## src/rtl/rdnu_pkg.sv

```systemverilog
// rdnu_pkg: shared types, codes and helpers of the RLE / nibble-delta unpacker.
// No dependencies; used by every module under rtl/.
`default_nettype none

package rdnu_pkg;

  localparam int SIZE_BITS_DEF = 48;   // width of the owed-byte counter
  localparam int QDEPTH        = 4;    // result queue entries
  localparam int CNT_W         = 32;   // header element count
  localparam int ESZ_W         = 16;   // header element size
  localparam int PROD_W        = CNT_W + ESZ_W;
  localparam int LEN_W         = 14;   // run length / pending count

  localparam logic KIND_RUN    = 1'b0;
  localparam logic KIND_STATUS = 1'b1;

  typedef enum logic [1:0] {
    ST_OK       = 2'd0,
    ST_BAD_HDR  = 2'd1,
    ST_TRUNC    = 2'd2,
    ST_MISMATCH = 2'd3
  } status_t;

  typedef enum logic [3:0] {
    PH_HDR    = 4'd0,
    PH_BAD    = 4'd1,
    PH_TOKEN  = 4'd2,
    PH_DONE   = 4'd3,
    PH_LITLEN = 4'd4,
    PH_LIT    = 4'd5,
    PH_DLEN   = 4'd6,
    PH_DELTA  = 4'd7,
    PH_CNT    = 4'd8,
    PH_VALUE  = 4'd9,
    PH_STEP   = 4'd10
  } phase_t;

  typedef struct packed {
    logic             kind;
    logic [7:0]       first;
    logic [7:0]       step;
    logic [LEN_W-1:0] run_len;
    status_t          status;
    logic             last;
  } result_t;

  // results written into the queue by one accepted byte (0, 1 or 2)
  typedef struct packed {
    logic [1:0] n;
    result_t    r0;
    result_t    r1;
  } wr_t;

  // step of the fixed-step run tokens 0x60..0x7F, picked by bits 4:3
  function automatic logic [7:0] fixed_step(input logic [7:0] t);
    logic [7:0] s;
    unique case (t[4:3])
      2'b00:   s = 8'hFE;
      2'b01:   s = 8'hFF;
      2'b10:   s = 8'h01;
      default: s = 8'h02;
    endcase
    return s;
  endfunction

endpackage

`default_nettype wire

```

## src/rtl/rdnu_hdr.sv

```systemverilog
// rdnu_hdr: header capture (element count, element size) and total-size multiplier.
// Depends on rdnu_pkg.
`default_nettype none

module rdnu_hdr #(
  parameter int SIZE_BITS = rdnu_pkg::SIZE_BITS_DEF
) (
  input  wire logic                 clk,
  input  wire logic                 hdr_wr,
  input  wire logic [2:0]           hdr_idx,
  input  wire logic [7:0]           hdr_byte,
  output logic      [SIZE_BITS-1:0] total,
  output logic                      hdr_bad
);

  localparam int PW = rdnu_pkg::PROD_W;
  // all ones in SIZE_BITS; wraps cleanly when SIZE_BITS == PW
  localparam logic [PW-1:0] LIM = (PW'(1) << SIZE_BITS) - PW'(1);

  logic [rdnu_pkg::CNT_W-1:0] count_r;
  logic [rdnu_pkg::ESZ_W-1:0] esize_r;
  logic [PW-1:0]              prod_r;
  logic [PW-1:0]              sat;

  // every header byte is overwritten before use, so no clearing
  always_ff @(posedge clk) begin
    if (hdr_wr) begin
      if (hdr_idx[2] == 1'b0) begin
        count_r[hdr_idx[1:0]*8 +: 8] <= hdr_byte;
      end else if (hdr_idx[1] == 1'b0) begin
        esize_r[hdr_idx[0]*8 +: 8] <= hdr_byte;
      end
    end
    // settles before the eighth header byte arrives
    prod_r <= PW'(count_r) * PW'(esize_r);
  end

  always_comb begin
    sat     = (prod_r > LIM) ? LIM : prod_r;
    total   = sat[SIZE_BITS-1:0];
    hdr_bad = (count_r == '0) || (esize_r == '0);
  end

endmodule

`default_nettype wire

```

## src/rtl/rdnu_decode.sv

```systemverilog
// rdnu_decode: token state machine, run clipping and status generation.
// Depends on rdnu_pkg; takes the total size from rdnu_hdr.
`default_nettype none

module rdnu_decode #(
  parameter int SIZE_BITS = rdnu_pkg::SIZE_BITS_DEF
) (
  input  wire logic                 clk,
  input  wire logic                 rst_n,
  input  wire logic                 in_acc,
  input  wire logic [7:0]           data_byte,
  input  wire logic                 eos,
  input  wire logic [SIZE_BITS-1:0] total,
  input  wire logic                 hdr_bad,
  output logic                      hdr_wr,
  output logic      [2:0]           hdr_idx,
  output rdnu_pkg::wr_t             wr
);

  localparam int LW = rdnu_pkg::LEN_W;
  localparam logic [7:0] NIB_BIAS = 8'hF9;   // adds nibble - 7
  localparam logic [2:0] HDR_LAST = 3'd7;

  rdnu_pkg::phase_t   phase_r, phase_nxt;
  logic [2:0]         idx_r, idx_nxt;
  logic [SIZE_BITS-1:0] owed_r, owed_nxt;
  logic [7:0]         token_r, token_nxt;
  logic [LW-1:0]      pend_r, pend_nxt;
  logic [7:0]         rval_r, rval_nxt;
  logic [7:0]         rbyte_r, rbyte_nxt;

  logic               em_on;
  logic [7:0]         em_first, em_step;
  logic [LW-1:0]      em_len, take;
  logic               owed_lt, tok_done, run_v;
  logic [7:0]         dl_a, dl_s;
  logic               step_run;
  rdnu_pkg::phase_t   tok_end;
  rdnu_pkg::phase_t   ph_adv;    // phase after this byte, before the stream reset
  rdnu_pkg::status_t  st;
  rdnu_pkg::result_t  run_res, st_res;

  assign hdr_idx  = idx_r;
  assign hdr_wr   = in_acc && (phase_r == rdnu_pkg::PH_HDR);
  assign step_run = (token_r[7:5] == 3'b010);   // step run and long step run
  assign dl_a     = rbyte_r + {4'h0, data_byte[7:4]} + NIB_BIAS;
  assign dl_s     = {4'h0, data_byte[3:0]} + NIB_BIAS;

  // run that this byte would emit, before clipping
  always_comb begin
    em_on    = 1'b0;
    em_first = data_byte;
    em_step  = 8'h00;
    em_len   = pend_r;
    unique case (phase_r)
      rdnu_pkg::PH_LIT: begin
        em_on  = 1'b1;
        em_len = LW'(1);
      end
      rdnu_pkg::PH_DELTA: begin
        em_on    = 1'b1;
        em_first = dl_a;
        em_step  = dl_s;
        em_len   = LW'(2);
      end
      rdnu_pkg::PH_VALUE: begin
        em_on   = !step_run;
        em_step = (token_r[7:5] == 3'b011) ? rdnu_pkg::fixed_step(token_r) : 8'h00;
      end
      rdnu_pkg::PH_STEP: begin
        em_on    = 1'b1;
        em_first = rval_r;
        em_step  = data_byte;
      end
      default: begin
        em_on = 1'b0;
      end
    endcase
  end

  // clip to the bytes still owed
  always_comb begin
    owed_lt  = owed_r < SIZE_BITS'(em_len);
    take     = owed_lt ? owed_r[LW-1:0] : em_len;
    tok_done = !(owed_r > SIZE_BITS'(em_len));   // nothing owed after this run
    run_v    = in_acc && em_on && (owed_r != '0);
    tok_end  = tok_done ? rdnu_pkg::PH_DONE : rdnu_pkg::PH_TOKEN;
  end

  // next state
  always_comb begin
    phase_nxt = phase_r;
    ph_adv    = phase_r;
    idx_nxt   = idx_r;
    owed_nxt  = owed_r;
    token_nxt = token_r;
    pend_nxt  = pend_r;
    rval_nxt  = rval_r;
    rbyte_nxt = rbyte_r;
    if (in_acc) begin
      if (em_on) begin
        owed_nxt = owed_r - SIZE_BITS'(take);
      end
      unique case (phase_r)
        rdnu_pkg::PH_HDR: begin
          if (idx_r == HDR_LAST) begin
            if (hdr_bad) begin
              phase_nxt = rdnu_pkg::PH_BAD;
            end else begin
              owed_nxt  = total;
              phase_nxt = rdnu_pkg::PH_TOKEN;
            end
          end else begin
            idx_nxt = idx_r + 3'd1;
          end
        end
        rdnu_pkg::PH_TOKEN: begin
          token_nxt = data_byte;
          priority if (data_byte[7:5] == 3'b100) begin            // literal
            pend_nxt  = LW'({data_byte[4:0]}) + LW'(1);
            phase_nxt = rdnu_pkg::PH_LIT;
          end else if (data_byte[7:5] == 3'b101) begin           // long literal
            pend_nxt  = LW'({data_byte[4:0], 8'h00});
            phase_nxt = rdnu_pkg::PH_LITLEN;
          end else if (data_byte[7:6] == 2'b11) begin            // delta
            rbyte_nxt = {data_byte[4:1], 4'h0};
            if (data_byte[5]) begin
              pend_nxt  = LW'({data_byte[0], 8'h00});
              phase_nxt = rdnu_pkg::PH_DLEN;
            end else begin
              pend_nxt  = LW'(data_byte[0]) + LW'(2);
              phase_nxt = rdnu_pkg::PH_DELTA;
            end
          end else if (data_byte[7:5] == 3'b001) begin           // long repeat
            pend_nxt  = LW'({data_byte[4:0], 8'h00});
            phase_nxt = rdnu_pkg::PH_CNT;
          end else if (data_byte[7:4] == 4'h5) begin             // long step run
            pend_nxt  = LW'({data_byte[3:0], 8'h00});
            phase_nxt = rdnu_pkg::PH_CNT;
          end else if (data_byte[7:4] == 4'h4) begin             // step run
            pend_nxt  = LW'(data_byte[3:0]) + LW'(1);
            phase_nxt = rdnu_pkg::PH_VALUE;
          end else if (data_byte[7:5] == 3'b011) begin           // fixed step run
            pend_nxt  = LW'(data_byte[2:0]) + LW'(1);
            phase_nxt = rdnu_pkg::PH_VALUE;
          end else begin                                         // repeat
            pend_nxt  = LW'(data_byte[4:0]) + LW'(1);
            phase_nxt = rdnu_pkg::PH_VALUE;
          end
        end
        rdnu_pkg::PH_LITLEN: begin
          pend_nxt  = (pend_r | LW'(data_byte)) + LW'(1);
          phase_nxt = rdnu_pkg::PH_LIT;
        end
        rdnu_pkg::PH_LIT: begin
          pend_nxt = pend_r - LW'(1);
          if (pend_r == LW'(1)) phase_nxt = tok_end;
        end
        rdnu_pkg::PH_DLEN: begin
          pend_nxt  = (pend_r | LW'(data_byte)) + LW'(2);
          phase_nxt = rdnu_pkg::PH_DELTA;
        end
        rdnu_pkg::PH_DELTA: begin
          rbyte_nxt = dl_a + dl_s;
          pend_nxt  = pend_r - LW'(1);
          if (pend_r == LW'(1)) phase_nxt = tok_end;
        end
        rdnu_pkg::PH_CNT: begin
          pend_nxt  = (pend_r | LW'(data_byte)) + LW'(1);
          phase_nxt = rdnu_pkg::PH_VALUE;
        end
        rdnu_pkg::PH_VALUE: begin
          rval_nxt  = data_byte;
          phase_nxt = step_run ? rdnu_pkg::PH_STEP : tok_end;
        end
        rdnu_pkg::PH_STEP: begin
          phase_nxt = tok_end;
        end
        default: begin
          phase_nxt = phase_r;   // done or bad header: byte ignored
        end
      endcase
      ph_adv = phase_nxt;
      if (eos) begin
        phase_nxt = rdnu_pkg::PH_HDR;
        idx_nxt   = 3'd0;
      end
    end
  end

  // status from the state after this byte, before the stream reset
  always_comb begin
    unique case (ph_adv)
      rdnu_pkg::PH_HDR, rdnu_pkg::PH_BAD:              st = rdnu_pkg::ST_BAD_HDR;
      rdnu_pkg::PH_TOKEN, rdnu_pkg::PH_DELTA, rdnu_pkg::PH_DONE:
        st = (owed_nxt != '0) ? rdnu_pkg::ST_MISMATCH : rdnu_pkg::ST_OK;
      default:                                         st = rdnu_pkg::ST_TRUNC;
    endcase
  end

  // results to the queue
  always_comb begin
    run_res.kind    = rdnu_pkg::KIND_RUN;
    run_res.first   = em_first;
    run_res.step    = em_step;
    run_res.run_len = take;
    run_res.status  = rdnu_pkg::ST_OK;
    run_res.last    = !eos;
    st_res.kind     = rdnu_pkg::KIND_STATUS;
    st_res.first    = 8'h00;
    st_res.step     = 8'h00;
    st_res.run_len  = '0;
    st_res.status   = st;
    st_res.last     = 1'b1;
    wr.n  = {1'b0, run_v} + {1'b0, in_acc && eos};
    wr.r0 = run_v ? run_res : st_res;
    wr.r1 = st_res;
  end

  always_ff @(posedge clk) begin
    if (!rst_n) begin
      phase_r <= rdnu_pkg::PH_HDR;
      idx_r   <= 3'd0;
    end else begin
      phase_r <= phase_nxt;
      idx_r   <= idx_nxt;
    end
    owed_r  <= owed_nxt;
    token_r <= token_nxt;
    pend_r  <= pend_nxt;
    rval_r  <= rval_nxt;
    rbyte_r <= rbyte_nxt;
  end

  // end of stream always returns to the header phase
  a_eos_rst: assert property (@(posedge clk) disable iff (!rst_n)
    in_acc && eos |=> phase_r == rdnu_pkg::PH_HDR && idx_r == 3'd0)
    else $error("stream end did not return to header phase");

  // once the total is reached the rest of the stream adds nothing
  a_done_quiet: assert property (@(posedge clk) disable iff (!rst_n)
    phase_r == rdnu_pkg::PH_DONE |-> !run_v)
    else $error("run emitted after total reached");

  // two results from one byte only when the second is the status
  a_two_res: assert property (@(posedge clk) disable iff (!rst_n)
    wr.n == 2'd2 |-> wr.r0.kind == rdnu_pkg::KIND_RUN && wr.r1.kind == rdnu_pkg::KIND_STATUS)
    else $error("bad result pair");

endmodule

`default_nettype wire

```

## src/rtl/rdnu_outq.sv

```systemverilog
// rdnu_outq: small result queue, up to two writes and one read per cycle.
// Depends on rdnu_pkg.
`default_nettype none

module rdnu_outq #(
  parameter int DEPTH = rdnu_pkg::QDEPTH
) (
  input  wire logic           clk,
  input  wire logic           rst_n,
  input  wire rdnu_pkg::wr_t  wr,
  output logic                room,      // space for two more results
  output logic                rd_valid,
  input  wire logic           rd_ready,
  output rdnu_pkg::result_t   rd_data
);

  localparam int PW = $clog2(DEPTH);
  localparam int CW = $clog2(DEPTH + 1);

  rdnu_pkg::result_t mem [DEPTH];
  logic [PW-1:0] wp_r, wp_nxt, rp_r, rp_nxt;
  logic [CW-1:0] cnt_r, cnt_nxt;
  logic          pop;

  assign room     = cnt_r <= CW'(DEPTH - 2);
  assign rd_valid = cnt_r != '0;
  assign rd_data  = mem[rp_r];
  assign pop      = rd_valid && rd_ready;

  always_comb begin
    wp_nxt  = wp_r + PW'(wr.n);
    rp_nxt  = rp_r + PW'(pop);
    cnt_nxt = cnt_r + CW'(wr.n) - CW'(pop);
  end

  always_ff @(posedge clk) begin
    if (wr.n != 2'd0) mem[wp_r] <= wr.r0;
    if (wr.n == 2'd2) mem[wp_r + PW'(1)] <= wr.r1;
  end

  always_ff @(posedge clk) begin
    if (!rst_n) begin
      wp_r  <= '0;
      rp_r  <= '0;
      cnt_r <= '0;
    end else begin
      wp_r  <= wp_nxt;
      rp_r  <= rp_nxt;
      cnt_r <= cnt_nxt;
    end
  end

  a_no_ovf: assert property (@(posedge clk) disable iff (!rst_n)
    wr.n != 2'd0 |-> cnt_r <= CW'(DEPTH - 2))
    else $error("result queue written without room");

  a_fill: assert property (@(posedge clk) disable iff (!rst_n)
    1'b1 |=> cnt_r == $past(cnt_r) + CW'($past(wr.n)) - CW'($past(pop)))
    else $error("queue count lost track");

endmodule

`default_nettype wire

```

## src/rtl/rle_delta_nibble_unpacker.sv

```systemverilog
// rle_delta_nibble_unpacker: top level of the RLE / nibble-delta stream unpacker.
// Depends on rdnu_pkg, rdnu_hdr, rdnu_decode and rdnu_outq.
`default_nettype none

// Channel  Dir  Width  Contents
// in       in   8+1    tdata = data_byte, tlast = end_of_stream
// out      out  32+1+1 tdata = first_value, step, run_length, status;
//                      tuser = kind, tlast = last_of_input
//
// One compressed byte per cycle while in_tready is high: the token state machine
// decodes each request in the cycle it is accepted and writes 0, 1 or 2 results
// into a 4-entry queue. A byte that ends the stream adds the status result behind
// its run. in_tready drops while the queue has fewer than two free entries; output
// stalls never lose results. Reset (rst_n low, synchronous) returns to the
// header phase with the queue empty; the header product is registered from the
// captured count and size once the sixth header byte is in.
module rle_delta_nibble_unpacker #(
  parameter int SIZE_BITS = rdnu_pkg::SIZE_BITS_DEF
) (
  input  wire logic        clk,
  input  wire logic        rst_n,
  input  wire logic        in_tvalid,
  output logic             in_tready,
  input  wire logic [7:0]  in_tdata,    // [7:0] data_byte
  input  wire logic        in_tlast,    // end_of_stream
  output logic             out_tvalid,
  input  wire logic        out_tready,
  output logic      [31:0] out_tdata,   // [7:0] first_value, [15:8] step,
                                        // [29:16] run_length, [31:30] status
  output logic             out_tuser,   // [0] kind: run or final status
  output logic             out_tlast    // last_of_input
);

  logic                 in_acc;
  logic                 hdr_wr, hdr_bad;
  logic [2:0]           hdr_idx;
  logic [SIZE_BITS-1:0] total;
  rdnu_pkg::wr_t        wr;
  rdnu_pkg::result_t    res;

  assign in_acc = in_tvalid && in_tready;

  rdnu_hdr #(
    .SIZE_BITS(SIZE_BITS)
  ) u_hdr (
    .clk      (clk),
    .hdr_wr   (hdr_wr),
    .hdr_idx  (hdr_idx),
    .hdr_byte (in_tdata),
    .total    (total),
    .hdr_bad  (hdr_bad)
  );

  rdnu_decode #(
    .SIZE_BITS(SIZE_BITS)
  ) u_decode (
    .clk       (clk),
    .rst_n     (rst_n),
    .in_acc    (in_acc),
    .data_byte (in_tdata),
    .eos       (in_tlast),
    .total     (total),
    .hdr_bad   (hdr_bad),
    .hdr_wr    (hdr_wr),
    .hdr_idx   (hdr_idx),
    .wr        (wr)
  );

  rdnu_outq #(
    .DEPTH(rdnu_pkg::QDEPTH)
  ) u_outq (
    .clk      (clk),
    .rst_n    (rst_n),
    .wr       (wr),
    .room     (in_tready),
    .rd_valid (out_tvalid),
    .rd_ready (out_tready),
    .rd_data  (res)
  );

  assign out_tdata = {res.status, res.run_len, res.step, res.first};
  assign out_tuser = res.kind;
  assign out_tlast = res.last;

endmodule

`default_nettype wire
```

## config.mk

```make
export PLATFORM = sky130hd
export DESIGN_NAME = rle_delta_nibble_unpacker
export DESIGN_NICKNAME = d
export VERILOG_FILES = /design/src/rtl/rdnu_pkg.sv /design/src/rtl/rdnu_hdr.sv /design/src/rtl/rdnu_decode.sv /design/src/rtl/rdnu_outq.sv /design/src/rtl/rle_delta_nibble_unpacker.sv
export SDC_FILE = /design/constraint.sdc
export NUM_CORES = 2
export LEC_CHECK = 0
export ABC_AREA = 0
export BUFFER_PORTS_ARGS = -buffer_cell sky130_fd_sc_hd__buf_2
export CAP_MARGIN = 5
export CORE_UTILIZATION = 40
export DETAILED_ROUTE_END_ITERATION = 6
export PLACE_DENSITY_LB_ADDON = 0.05
export SETUP_SLACK_MARGIN = 0.2
export SLEW_MARGIN = 20
export SYNTH_ARGS = -nofsm -noshare
export SYNTH_HDL_FRONTEND = slang
export SYNTH_HIERARCHICAL = 1
export SYNTH_SLANG_ARGS = --single-unit
```

## constraint.sdc

```tcl
create_clock -name clk -period 9.2 [get_ports clk]
set_input_delay 0.92 -clock clk [delete_from_list [all_inputs] [get_ports clk]]
set_output_delay 0.92 -clock clk [all_outputs]
set_load 0.02 [all_outputs]
```

# Word level (Yosys, flattened, before mapping)
# Memories as Yosys holds them, arrays and structs flattened. A register that Yosys moved wholly into a read port is not among the register bits.
# Cells that the tools add are included.
[totals]
ramBits = 136
in_bits = 13
wordCells = 163
output_inout_bits = 36
n_memories = 1
register_bits = 196
[mem_list]
columns = ["memory", "depth", "width", "rd", "rd_ports_with_merged_regs", "wr", "line_no", "text"]
rows = [
  ["u_outq.mem", 4, 34, 1, 1, 2, "rdnu_outq.sv:20", "rdnu_pkg::result_t mem [DEPTH];"],
]
[classes]
n_lt_le_gt_ge = 4
addsub = 21
reduce_logical = 33
muxes = 53
n_eq_ne = 30
n_mul = 1
bitwise = 3
n_shift = 4
[ops]
columns = ["cell", "count"]
rows = [
  ["2-to-1 mux 48 bit", 6],
  ["2-to-1 mux 14 bit", 9],
  ["nonzero test 48 bit", 2],
  ["one-hot mux 14 bit (4 select lines)", 1],
  ["> comparator 48 x 14 -> 1 bit", 1],
  ["> comparator 48 bit (second input constant)", 1],
  ["less-than comparator 48 x 14 -> 1 bit", 1],
  ["multiplier 32 x 16 -> 48 bit", 1],
  ["one-hot mux 8 bit (3 select lines)", 2],
  ["subtractor 48 x 14 -> 48 bit", 1],
  ["2-to-1 mux 4 bit", 9],
  ["2-to-1 mux 34 bit", 1],
  ["negator 4 -> 34 bit", 1],
  ["negator 5 -> 34 bit", 1],
  ["variable shift 8 x 34 -> 16 bit (first input constant)", 1],
  ["variable shift 8 x 34 -> 32 bit (first input constant)", 1],
  ["variable part select 8 x 34 -> 16 bit", 1],
  ["variable part select 8 x 34 -> 32 bit", 1],
  ["bitwise mux 32 bit", 1],
  ["logical NOT 32 bit", 1],
  ["2-to-1 mux 8 bit", 4],
  ["one-hot mux 4 bit (8 select lines)", 1],
  ["one-hot mux 8 bit (2 select lines)", 2],
  ["equality test 4 x 3 -> 1 bit (second input constant)", 7],
  ["53 further kinds", 92],
]

# Logic depth before layout (Yosys ltp)
[depth]
word_depth = 14
depth_mapped = 29
depth_no_buf = 26

# Cells and area by module
# Netlist, hierarchy kept.
[by_module_without_submodules]
columns = ["module", "area_each_um2", "seq_area_each_um2", "instances", "cells_per_inst"]
rows = [
  ["rdnu_hdr", 19195.9, 2402.3, 1, 2130],
  ["rdnu_decode", 8778.4, 2152.1, 1, 1197],
  ["rdnu_outq", 7023.0, 4224.1, 1, 375],
  ["rle_delta_nibble_unpacker", 6.3, 0.0, 1, 1],
]

# Worst setup path after synthesis
# OpenSTA, ideal clock, no wires.
[synth_path]
path_type = "flip-flop to flip-flop"
startpoint = "register u_decode.phase_r[2]"
endpoint = "memory u_outq/mem[0][2] in the netlist's numbering (data pin)"
required_ps = 8940
path_stages_with_launch = 27
setup_time_ps = 260
period_less_slack_ps = 6809
arrival_ps = 6550
slack_ps = 2391
path_buffers = 2
path_cell_list = "dfxtp_1 buf_4 nor2b_1 nand2_1 clkbuf_1 nand2_1 ha_1 a21o_1 a21o_1 a221o_1 nand3_1 nand4b_1 a21oi_1 a21oi_1 ha_1 fa_1 nand2b_1 a211oi_1 nor2_1 xor2_1 a21oi_1 or4_1 or4b_1 or4_4 nor4_4 a211oi_1 mux2_2"
[synth_lines]
columns = ["element", "line_no", "text"]
rows = [
  ["start, declared", "rdnu_decode.sv:24", "rdnu_pkg::phase_t phase_r, phase_nxt;"],
  ["start signal, assigned", "rdnu_decode.sv:222", "phase_r <= rdnu_pkg::PH_HDR;"],
  ["start signal, assigned", "rdnu_decode.sv:225", "phase_r <= phase_nxt;"],
  ["end, declared", "rdnu_outq.sv:20", ""],
]

==> out/summary.md <==
* **Power, Total** 10.1 mW
* **effective utilization at floorplan** 40.3%
* **Hold/Removal Path Class** reg2reg
* **final-layout setup total negative slack** 0 ns
* **area of the core** 0.0868 mm2
* **Max-Cap Viols** 0
* **total setup violations reported at the end of the flow** 0
* **hold wc startpoint** u_decode/owed_r[47]
* **most instantiated flip-flop cell in the synthesis netlist** edfxtp_1
* **final-layout worst hold slack** 0.526 ns
* **maximum VDD drop** 0.000518 V
* **dpl ws** 0.879 ns
* **Boundary Pins** 49
* **slowest stage cell on the critical path** dfxtp_1
* **switching portion of total power** 47.6%
* **Worst R2R Setup Slack** 0.80 ns
* **clock latency of the later-clocked register in the worst-skew pair** 0.57 ns
* **buffer and inverter count on the worst path** 1
* **ratio of cells with drive above 1 in the final layout** 10.5%
* **capture instance of the worst register-to-register path** u_outq/mem[3][2]
* **root buffer selected by CTS** clkbuf_16
* **WL final** 106000 um
* **non-filler instance count after layout** 4800
* **Die Outline Area** 0.0887 mm2
* **Worst R2R Path Depth** 25
* **cell-internal power** 5.32 mW
* **depth of the CTS H-tree** 2
* **sequential share of the synthesized area** 25.1%
* **Core Rows** 108
* **max_slew headroom** 27.9%
* **Warnings, synthesis** 6
* **highest cell delay on the worst timing path** 0.70 ns
* **critical-path maximum fanout** 21
* **CTS Buf Count** 39
* **Die W** 298 um
* **antenna violations before repair** 4
* **TritonCTS clock tree** built
* **proportion of register bits with asynchronous set or reset after synthesis** 0%
* **synthesized area per cell** 9.45 um2
* **leakage power** 16.4 nW
* **Fin Clk Skew** 0.0366 ns
* **worst reg2reg startpoint** u_decode/phase_r[2]
* **number of synthesized register bits** 329
* **hold worst-path end** u_decode/owed_r[47]
* **fraction of power consumed by combinational cells** 66.1%
* **final design utilization** 43.0%
* **clock period minus worst slack** 8.40 ns
* **wire length of the first global-routing pass** 165000 um
* **PwrDens** 272 mW/mm2
* **Post-Place Cell Area** 0.0361 mm2
* **post-route fraction of the period consumed by the critical path** 91.3%
* **post-cts repair resize count** 0
* **part of the total power dissipated in sequential elements** 19.3%
* **routability congestion estimate from global placement** 0.874
* **remaining design rule violation count** 0
* **most frequent standard cell in the layout excluding fill and tap cells** inv_1
* **Final #Nets** 4235
* **Routed WL per cell** 22.1 um
* **cell count after placement** 4728
* **final-report max-slew violation count** 0
* **final instance area** 0.0373 mm2
* **net switching power figure** 4.83 mW
* **share of power burned in the clock network** 14.6%
* **DP Wirelength** 79800 um
* **DRT antenna net count** 0
* **commonest cells after routing, fill and taps aside** 553 x inv_1, 450 x nand2_1, 422 x fa_1, 228 x and2_1, 219 x edfxtp_1
* **vias per inst** 5.45
* **signal arrival time at the worst endpoint** 8.71 ns
* **worst path setup slack after routing** 0.804 ns
* **EDFF count, synth** 219
* **status** finished clean
* **largest net degree at the start of global routing** 49
* **gate count of the mapped netlist** 3703
* **floorplan die height** 298 um
* **Worst setup EP type** register
* **worst hold stages** 2
* **unrepaired setup endpoints after global routing** false
* **Total GRT Usage** 24.4%
* **maximum operating frequency** 119 MHz
* **maximum number of buffers from clock root to sink** 3
* **worst-margin pin slew** 1.08 ns
* **Worst Path Class, Setup** reg2reg
* **dominant cell type by count on the critical path** a21oi_1
* **gr ovfl total** 0
* **count of buffers inserted at the top-level ports** 48
* **category of cells accounting for the largest share of critical-path delay** compound AO/OA/AOI/OAI gates
* **Critical path origin** u_decode/phase_r[2]
* **number of distinct library cells after synthesis** 94
* **mapped cell area** 0.0350 mm2
* **Setup crit start kind** register
* **area overhead of the layout relative to synthesis** 6.60%
* **count of TritonRoute iterations in the first routing pass** 5
* **Iteration-0 DRC Markers** 1883
* **Post-CTS Hold Buffers** 0
* **Final Hold Fails** 0
* **overall via count from detail_route** 26100
* **Required @ worst endpoint** 9.52 ns
* **clock transition at the registers of the reported paths** 0.06 ns
* **via count of the first global-routing pass** 27500
* **number of sinks handled by clock tree synthesis** 329
[routing by layer]
metal | vias up | global-route usage [%] | wire length [um]
li1 | 12000 | - | -
met1 | 13400 | 34.8 | 49200
met2 | 722 | 39.4 | 49100
met3 | 108 | 2.98 | 5810
met4 | 0 | 5.49 | 2120
met5 | - | 0 | 0
[power by group through the flow]
| stage | registers [mW] | logic (mW) | clock network, mW |
|---|---|---|---|
| global route | 1.97 | 7.69 | 1.58 |
| CTS | 1.96 | 6.81 | 1.52 |
| detailed placement | 1.99 | 6.77 | 0 |
| floorplan | 1.88 | 5.20 | 0 |
| finish | 1.96 | 6.71 | 1.48 |
| global placement | 1.99 | 6.75 | 0 |
[kinds of logic (layout without fill, tap and decap cells)]
kind of cell             Yosys count  count (layout)  synth area share, %
AND/OR/NAND/NOR                 1192            1192                 16.7
other                              2              33               0.0215
flip-flops                       329             329                 25.1
AO/OA/AOI/OAI                    490             490                 9.05
adder cells (fa/ha/maj)          606             606                 30.7
XOR/XNOR                          80              80                 2.08
buffers and inverters            820             731                 9.39
multiplexers                     184             184                 6.97
[Yosys cell counts, types with 18 or more instances]
library cell	number	area, um2
ha_1	184	2300
and2_1	229	1430
xnor2_1	50	438
and3_1	21	131
mux4_2	34	766
nand3_1	45	225
o21a_1	18	135
edfxtp_1	219	6580
nor3_1	50	250
nor2b_1	23	144
nor2_1	209	785
a21oi_1	157	786
a211oi_1	18	135
a31oi_1	20	125
buf_4	36	270
fa_1	422	8450
nor4_1	42	263
dfxtp_1	110	2200
inv_1	553	2080
nand4_1	38	238
o22ai_1	26	163
mux2_2	139	1570
nand2_1	451	1690
clkbuf_1	202	758
o21ai_0	82	410
a21o_1	31	233
xor2_1	28	245
[worst register-to-register path, stage by stage (launching register included)]
cell and delay, ns:
dfxtp_1 0.70, nor2b_1 0.42, nand2_1 0.37, a21oi_1 0.35, ha_1 0.30, nor2b_1 0.14, o21a_1 0.17, o21ai_0 0.17
a21oi_1 0.08, or3_1 0.32, a21oi_2 0.65, a21oi_1 0.19, ha_1 0.24, fa_1 0.40, nand2b_1 0.18, a211oi_1 0.59
o211ai_1 0.19, a21boi_0 0.38, buf_4 0.28, nor3_1 0.12, mux2i_1 0.18, or2_2 0.35, nor4_1 0.21, nor4b_1 0.60
a211oi_1 0.24, mux2_2 0.33
[area by class of cell]
type / count / area (um2)
clock buffer: 49 / 1030
multi-input combinational: 2584 / 23100
clock inverter: 20 / 149
sequential: 329 / 8780
fill: 8505 / 49400
inverter: 555 / 2080
antenna: 1 / 2.50
timing repair buffer: 107 / 683
tap: 1155 / 1450
[sequential cells by signal, indices dropped and copies added, names as in the netlist, 3 cells and up]
signal / flops
u_outq/mem: 136
u_outq/cnt_r: 3
u_hdr/prod_r: 48
u_decode/hdr_idx: 3
u_hdr/count_r: 32
u_hdr/esize_r: 16
u_decode/owed_r: 48
u_decode/pend_r: 14
u_decode/phase_r: 4
u_decode/rval_r: 8
u_decode/token_r: 5
u_decode/rbyte_r: 8
[repair_timing]
action,in CTS,in global routing
endpoints found under the hold margin,0,0
endpoints found under the setup margin,0,8
setup buffers,0,2
[worst max path at each step]
stage	endpoint	slack (ns)	cells past startpoint
after floorplan	u_outq/mem[0][2]	2.39	26
after global placement	u_outq/mem[0][1]	0.86	24
after detailed placement	u_outq/mem[1][1]	0.88	25
after CTS	u_outq/mem[1][1]	0.86	25
after global routing	u_outq/mem[2][2]	0.24	25
final	u_outq/mem[3][2]	0.80	25
Power figures use the tool's default switching activity.
